[config.mk]
export PLATFORM = sky130hd
export DESIGN_NAME = tcm_div
export DESIGN_NICKNAME = d
export VERILOG_FILES = /design/src/rtl/core/tract_recombination_merge_unit_assert.svh /design/src/rtl/core/tcm_pkg.sv /design/src/rtl/core/tcm_div.sv
export SDC_FILE = /design/constraint.sdc
export NUM_CORES = 1
export LEC_CHECK = 0
export BUFFER_PORTS_ARGS = -buffer_cell sky130_fd_sc_hd__buf_2
export CAP_MARGIN = 20
export CORE_MARGIN = 5
export CORE_UTILIZATION = 25
export CTS_CLUSTER_SIZE = 30
export DETAILED_ROUTE_END_ITERATION = 8
export PLACE_DENSITY = 0.39
export SLEW_MARGIN = 10
export SYNTH_ARGS = -nofsm -noshare
export SYNTH_HDL_FRONTEND = slang
export SYNTH_SLANG_ARGS = --single-unit
[constraint.sdc]
create_clock -name clock -period 2.29 [get_ports clock]
set_input_delay 0.458 -clock clock [delete_from_list [all_inputs] [get_ports clock]]
set_output_delay 0.458 -clock clock [all_outputs]
set_load 0.005 [all_outputs]
[src/rtl/core/tract_recombination_merge_unit_assert.svh]
// Assertion macros for the tract recombination merge unit.
// Included by the top-level RTL file, which carries the concurrent assertions; needs no package.
`ifndef TRACT_RECOMBINATION_MERGE_UNIT_ASSERT_SVH
`define TRACT_RECOMBINATION_MERGE_UNIT_ASSERT_SVH
`ifndef SYNTH
`define TRM_ASSERT(lbl, clk, rst, prop) \
   lbl: assert property (@(posedge clk) disable iff (rst) prop) \
      else $error("assertion failed");
`define TRM_NEVER(lbl, clk, rst, cond) \
   lbl: assert property (@(posedge clk) disable iff (rst) !(cond)) \
      else $error("assertion failed");
`else
`define TRM_ASSERT(lbl, clk, rst, prop)
`define TRM_NEVER(lbl, clk, rst, cond)
`endif
`endif

[src/rtl/core/tcm_pkg.sv]
// Shared types and constants of the tract recombination merge unit.
// Used by the top level and the divider; depends on nothing.
package tcm_pkg;

   localparam int MAX_MUTS   = 32;
   localparam int MAX_TRACTS = 16;
   localparam int MUT_AW     = (MAX_MUTS > 1) ? $clog2(MAX_MUTS) : 1;
   localparam int MUT_CW     = $clog2(MAX_MUTS + 1);
   localparam int TR_AW      = (MAX_TRACTS > 1) ? $clog2(MAX_TRACTS) : 1;
   localparam int TR_CW      = $clog2(MAX_TRACTS + 1);

   localparam int POS_W = 32;
   localparam int ID_W  = 16;
   localparam int LEN_W = 16;
   localparam int LC_W  = 16;
   localparam int BND_W = POS_W + 1;
   localparam int QUO_W = LEN_W + POS_W;
   localparam int MUT_W = POS_W + ID_W;
   localparam int TR_W  = 2 * BND_W;

   localparam logic [LC_W-1:0]  LC_RESET = 16'd1024;
   localparam logic [BND_W-1:0] END_TOP  = {BND_W{1'b1}};

   localparam int CSR_AW = 3;
   localparam logic [CSR_AW-1:0] ADDR_LOCUS = 3'd0;

   typedef enum logic [1:0] {
      KIND_RECIP = 2'd0,
      KIND_DONOR = 2'd1,
      KIND_TRACT = 2'd2,
      KIND_RUN   = 2'd3
   } kind_type;

   typedef struct packed {
      kind_type               kind;
      logic [POS_W-1:0]       position;
      logic [ID_W-1:0]        mutation_id;
      logic [LEN_W-1:0]       tract_length;
   } req_type;

   typedef struct packed {
      logic [ID_W-1:0]        out_mutation_id;
      logic [POS_W-1:0]       out_position;
      logic                   from_donor;
      logic                   last_item;
   } rsp_type;

endpackage

[src/rtl/core/tcm_div.sv]
// Restoring divider for the tract length fraction: (length * 2^32) / divisor.
// One quotient bit per cycle; uses tcm_pkg.
module tcm_div
   import tcm_pkg::*;
(
   input  logic              clock,
   input  logic              reset,
   input  logic              start,
   input  logic [LEN_W-1:0]  length,
   input  logic [LC_W-1:0]   divisor,
   output logic              done,
   output logic [QUO_W-1:0]  quotient
);

   localparam int CNT_W = $clog2(QUO_W);

   logic              busy_ff, busy_in;
   logic              done_ff, done_in;
   logic [CNT_W-1:0]  cnt_ff, cnt_in;
   logic [QUO_W-1:0]  quo_ff, quo_in;
   logic [LC_W-1:0]   rem_ff, rem_in;
   logic [LC_W-1:0]   dvs_ff, dvs_in;
   logic [LC_W:0]     trial;
   logic [LC_W:0]     diff;
   logic              fits;

   always_comb begin
      trial   = {rem_ff, quo_ff[QUO_W-1]};
      diff    = trial - {1'b0, dvs_ff};
      fits    = trial >= {1'b0, dvs_ff};
      busy_in = busy_ff;
      done_in = 1'b0;
      cnt_in  = cnt_ff;
      quo_in  = quo_ff;
      rem_in  = rem_ff;
      dvs_in  = dvs_ff;
      if (start) begin
         busy_in = 1'b1;
         cnt_in  = '0;
         quo_in  = {length, {POS_W{1'b0}}};
         rem_in  = '0;
         dvs_in  = divisor;
      end else if (busy_ff) begin
         quo_in = {quo_ff[QUO_W-2:0], fits};
         rem_in = fits ? diff[LC_W-1:0] : trial[LC_W-1:0];
         cnt_in = cnt_ff + CNT_W'(1);
         if (cnt_ff == CNT_W'(QUO_W - 1)) begin
            busy_in = 1'b0;
            done_in = 1'b1;
         end
      end
   end

   always_ff @(posedge clock) begin
      if (reset) begin
         busy_ff <= 1'b0;
         done_ff <= 1'b0;
         cnt_ff  <= '0;
      end else begin
         busy_ff <= busy_in;
         done_ff <= done_in;
         cnt_ff  <= cnt_in;
      end
      quo_ff <= quo_in;
      rem_ff <= rem_in;
      dvs_ff <= dvs_in;
   end

   assign done     = done_ff;
   assign quotient = quo_ff;

endmodule

**Word level (Yosys, flattened, before mapping)**

Cells that the tools add are included.

- Bits of input ports: 35
- Logic and storage cells: 22
- Register bits after elaboration: 88
- Output and inout port bits: 49

- Eq/ne operators: 1
- $lt $le $gt $ge: 1
- Reduce and logical (&&, ||, !) cells: 3
- $add $sub $neg: 2
- Bitwise operators: 1
- Muxes and demuxes: 7

Operator list:

| operator | number |
|---|---|
| two-way mux 48 bit | 2 |
| greater-or-equal comparator 17 x 16 -> 1 bit | 1 |
| two-way mux 16 bit | 1 |
| subtractor 16 bit | 1 |
| adder 6 x 1 -> 6 bit, second input constant | 1 |
| equality test 6 bit, second input constant | 1 |
| two-way mux 1 bit | 4 |
| OR reduction 3 bit | 1 |
| nonzero test 2 bit | 1 |
| OR reduction 2 bit | 1 |
| NOT 1 bit | 1 |

**Logic depth before layout (Yosys ltp)**

- Depth after elaboration: 4
- Mapped depth: 9
- Mapped depth without buffers: 9

**Worst setup path after synthesis**

OpenSTA, ideal clock, no wires.

- Kind: reg2reg
- Start: register quo_ff[47], in the netlist quotient[47]
- End: register rem_ff[8]
- Buffers on the path: 0
- Data arrival time: 1,980 ps
- Clock period less this slack: 2,071 ps
- Required time: 2,199 ps
- Setup slack: 219 ps
- Library setup time: 91 ps
- Cell stages (with the launch flop): 10
- Path through: edfxtp_1 inv_1 ha_1 fa_1 nand2b_1 a211oi_1 nor2_1 xnor2_1 o21ai_0 a311oi_1

- Cells in the longest elaborated chain, start to end: 2
- Elaborated cells on any way between the ends: 3
- Those cells by class: 1 x add/sub; 1 x order compare; 1 x mux

RTL lines:

| what | RTL line | source |
|---|---|---|
| from (decl) | tcm_div.sv:20 | `logic [QUO_W-1:0] quo_ff, quo_in;` |
| from (signal assigned) | tcm_div.sv:64 | `quo_ff <= quo_in;` |
| subtractor 16 bit / greater-or-equal comparator 17 x 16 -> 1 bit (equally long branches) | tcm_div.sv:29, tcm_div.sv:30 |  |
| two-way mux 16 bit * | tcm_div.sv:45 | `rem_in = fits ? diff[LC_W-1:0] : trial[LC_W-1:0];` |
| to (signal assigned) | tcm_div.sv:65 | `rem_ff <= rem_in;` |
| to (decl) | tcm_div.sv:21 | `logic [LC_W-1:0] rem_ff, rem_in;` |

Every way passes the cells marked *; elsewhere a longest branch is shown, timed or not.
A chain may end at the register's enable or synchronous reset.

**Final worst setup path**

- Start: register dvs_ff[3]
- End: register rem_ff[13]

- Cells in the longest elaborated chain, start to end: 2
- Elaborated cells on any way between the ends: 3
- Those cells by class: 1 x add/sub; 1 x order compare; 1 x mux

RTL lines:

| what | RTL line | source |
|---|---|---|
| from (decl) | tcm_div.sv:22 | `logic [LC_W-1:0] dvs_ff, dvs_in;` |
| from (signal assigned) | tcm_div.sv:66 | `dvs_ff <= dvs_in;` |
| subtractor 16 bit / greater-or-equal comparator 17 x 16 -> 1 bit (equally long branches) | tcm_div.sv:29, tcm_div.sv:30 |  |
| two-way mux 16 bit * | tcm_div.sv:45 |  |

Marked as above.

==> metrics.md <==
| Metric | Value |
|---|---|
| Cts-stage hold buffer count | 0 |
| Fin. Hold Viols | 0 |
| Total gr overflow | 0 |
| Die W | between 100 and 150 um |
| Max FO, Critical Path | 15 |
| Sw Share | between 20 and 30% |
| Fin. max-slew vios | 0 |
| Die area | roughly 0.02 mm^2 |
| TritonCTS buffer count | 9 |
| NetSw | approximately 0.0011 W |
| Static Leakage | 2.36 nW |
| Ports | 84 |
| Slew headroom | 68.1% |
| Fin nets | slightly below 600 |
| Post-Syn Instances | around 430 |
| Comb power frac | 18.7% |
| CTS tree | yes |
| Maximum root-to-sink buffer count | 2 |
| Post-DP HPWL | ~8400 um |
| Worst r2r path cells | 8 |
| Outcome | finished, final reports clean |
| Routed wl met2 | ~5300 um |
| Worst skew pair latency | between 300 and 400 ps |
| Clock group share of total power | between 30% and 40% |
| Yosys reg bits | 88 |
| TritonCTS sink count | just under 90 |
| Post-synthesis sequential area ratio | between 40 and 50% |
| Core ar. | roughly 0.017 mm^2 |
| Cell Pwr Density | roughly 700 mW/mm^2 |
| Port bufs | between 80 and 90 |
| R2R setup slack | between 70 and 80 ps |
| Number of synthesized flops with an enable pin | 32 |
| # DRC | 0 |
| All-Layer GR Usage | a little under an eighth |
| Yosys cell types | between 50 and 60 |
| Die Y | between 100 and 150 um |
| Mapped Area | 0.00431 mm^2 |
| Min-Delay Path Class | input port to flop |
| Fraction of registers with async set or reset after synthesis | 0% |
| Routed Antenna Nets | 0 |
| Top-area cell type share of the netlist area | between 20 and 30% |
| Row count | 48 |
| Max cap viols | 0 |
| Setup violations, final | 0 |
| Syn. warnings | 0 |
| Via Count | 3505 |
| Largest net degree at the start of global routing | 28 |
| Endpoint class of the critical path | flop |
| Wire length per cell | between 15 and 20 um |
| RSZ-0062 raised after global routing | yes |
| F_max | approximately 450 MHz |
| Leading area contributor after synthesis | dfxtp_1 |
| Worst path arrival time | roughly 2500 ps |
| Htree depth | 3 |
| Top-count cell post-synth | nor2_1 |
| Area growth, synth to finish | 29.4% |
| Worst slew pin tran | 473 ps |
| Starting density of the core | 25.2% |
| Syn_area_per_cell | about 10 um^2 |
| Worst Setup Path Type | flop to flop |
| N_diodes | 0 |
| Highest metal used | met4 |
| Tmin final | ~2200 ps |
| Number of global-route vias before repair | 3516 |
| Seq pwr share | approximately 45% |
| Worst Skew | ~5.7 ps |
| First-pass GRT wire length | 18600 um |
| DR iter-0 viols | ~170 |
| Clock Pin Slew Worst Setup and Hold Paths | 70 ps |
| Root Buffer | clkbuf_16 |
| Top post-synthesis cells by count | nor2_1 (59), dfxtp_1 (56), mux2i_1 (35) |
| Initial antenna violation count | 0 |
| Syn Nets | between 400 and 500 |
| Setup TNS | 0 ps |
| Metal-1 WL | around 5500 um |
| Int Pwr | 0.00282 W |
| Worst hold path stage count | 2 |
| Synth top area cells | dfxtp_1 (26%), edfxtp_1 (22%), mux2i_1 (8.1%), nor2_1 (5.1%), ha_1 (4.9%) |
| Worst setup SP type | flop |
| Drt via density | between 4 and 5 |
| Ys flop type | dfxtp_1 |
| Hold Worst Slack | ~270 ps |
| Worst EP required | 2580 ps |
| Pre-antenna DRT Iters | 5 |
| GP Congestion | a little under 0.8 |
| Maximum vdd drop | between 0.3 and 0.4 mV |
| Routed wire length | ~12000 um |
| Met3 routed WL | around 510 um |
| Layout cells sized above 1 | between 30 and 40% |
| Period utilization | 96.9% |
| Fillers | around 1800 |
==> per-layer routing <==
layer | vias to the layer above | GRT usage, %
met5 | - | 0
met4 | 0 | 5.61
li1 | 1758 | -
met2 | 78 | 18.2
met3 | 15 | 2.09
met1 | 1654 | 15.7
==> kinds of logic (layout without fill, tap and decap cells) <==
family,after synthesis,count (layout),synth area share (%)
AO/OA/AOI/OAI,99,99,17.0
XOR/XNOR,13,13,2.64
adder cells (fa/ha/maj),18,18,5.39
buffers and inverters,44,155,4.64
flip-flops,88,88,48.3
multiplexers,35,35,8.12
AND/OR/NAND/NOR,128,128,14.0
==> worst max-delay path, cell delays in order, from the launching register on <==
cell,delay (ps)
edfxtp_1,330
inv_1,50
ha_1,340
o211ai_1,160
a21oi_4,210
o21ai_4,110
a211o_4,450
a2111oi_4,360
a311o_1,150
==> timing repair <==
item	CTS	global route
buffers inserted	0	3
pin swaps	0	10
gates cloned	0	0
gates resized for setup	5	27
endpoints found under the setup margin	10	16
==> power groups by stage <==
stage | sequential [W] | combinational (W) | clock [W]
global route | 0.00176 | 0.000811 | 0.00155
floorplan | 0.00177 | 0.000429 | 0
detailed placement | 0.00179 | 0.000672 | 0
finish | 0.00175 | 0.000727 | 0.00141
global placement | 0.00179 | 0.000677 | 0
CTS | 0.00175 | 0.000684 | 0.00149
==> metrics by stage <==
step | utilization (%) | cell area (um^2) | setup WS [ps] | total power (W) | instances
4_1_cts | 31.8 | 5440 | -13.9 | 0.00392 | 758
2_1_floorplan | - | 4310 | 220 | 0.00220 | 425
3_3_place_gp | 30.0 | 5140 | -87.2 | 0.00246 | 742
5_1_grt | 32.6 | 5580 | -49.8 | 0.00413 | 761
3_5_place_dp | 30.0 | 5140 | -101 | 0.00246 | 742
6_report | 32.6 | 5580 | 71.7 | 0.00389 | 761
==> state kept, by name, summed over array words and instances, names as in the netlist <==
name / flops
rem_ff: 16
dvs_ff: 16
quotient: 48
cnt_ff: 6
done: 1
busy_ff: 1
==> placed cells by master (no fill, tap or decap), types with 12 or more instances in the layout <==
master / instances
mux2i_1: 35
buf_4: 31
dfxtp_1: 55
inv_1: 22
ha_1: 12
nor2_1: 55
buf_2: 83
o21ai_0: 15
nand2_1: 21
a22o_1: 14
edfxtp_1: 32
a21oi_1: 15
==> worst paths after layout <==
kind,start,end
worst min register to register,cnt_ff[5]$_SDFFE_PP0P_,cnt_ff[5]$_SDFFE_PP0P_
worst max register to register,dvs_ff[3]$_DFFE_PP_,rem_ff[13]$_SDFFE_PP0P_
worst min-delay path,reset,busy_ff$_SDFF_PP0_
worst max-delay path,dvs_ff[3]$_DFFE_PP_,rem_ff[13]$_SDFFE_PP0P_
==> cell type report <==
| class | count | area [um^2] | share of cell area (%) |
|---|---|---|---|
| Clock buffer | 11 | 243 | 4.35 |
| Clock inverter | 5 | 36.3 | 0.650 |
| Inverter | 22 | 82.6 | 1.48 |
| Multi-Input combinational cell | 293 | 2170 | 38.8 |
| Sequential cell | 88 | 2080 | 37.3 |
| Tap cell | 225 | 282 | 5.04 |
| Timing Repair Buffer | 117 | 691 | 12.4 |
Power figures use the tool's default switching activity.
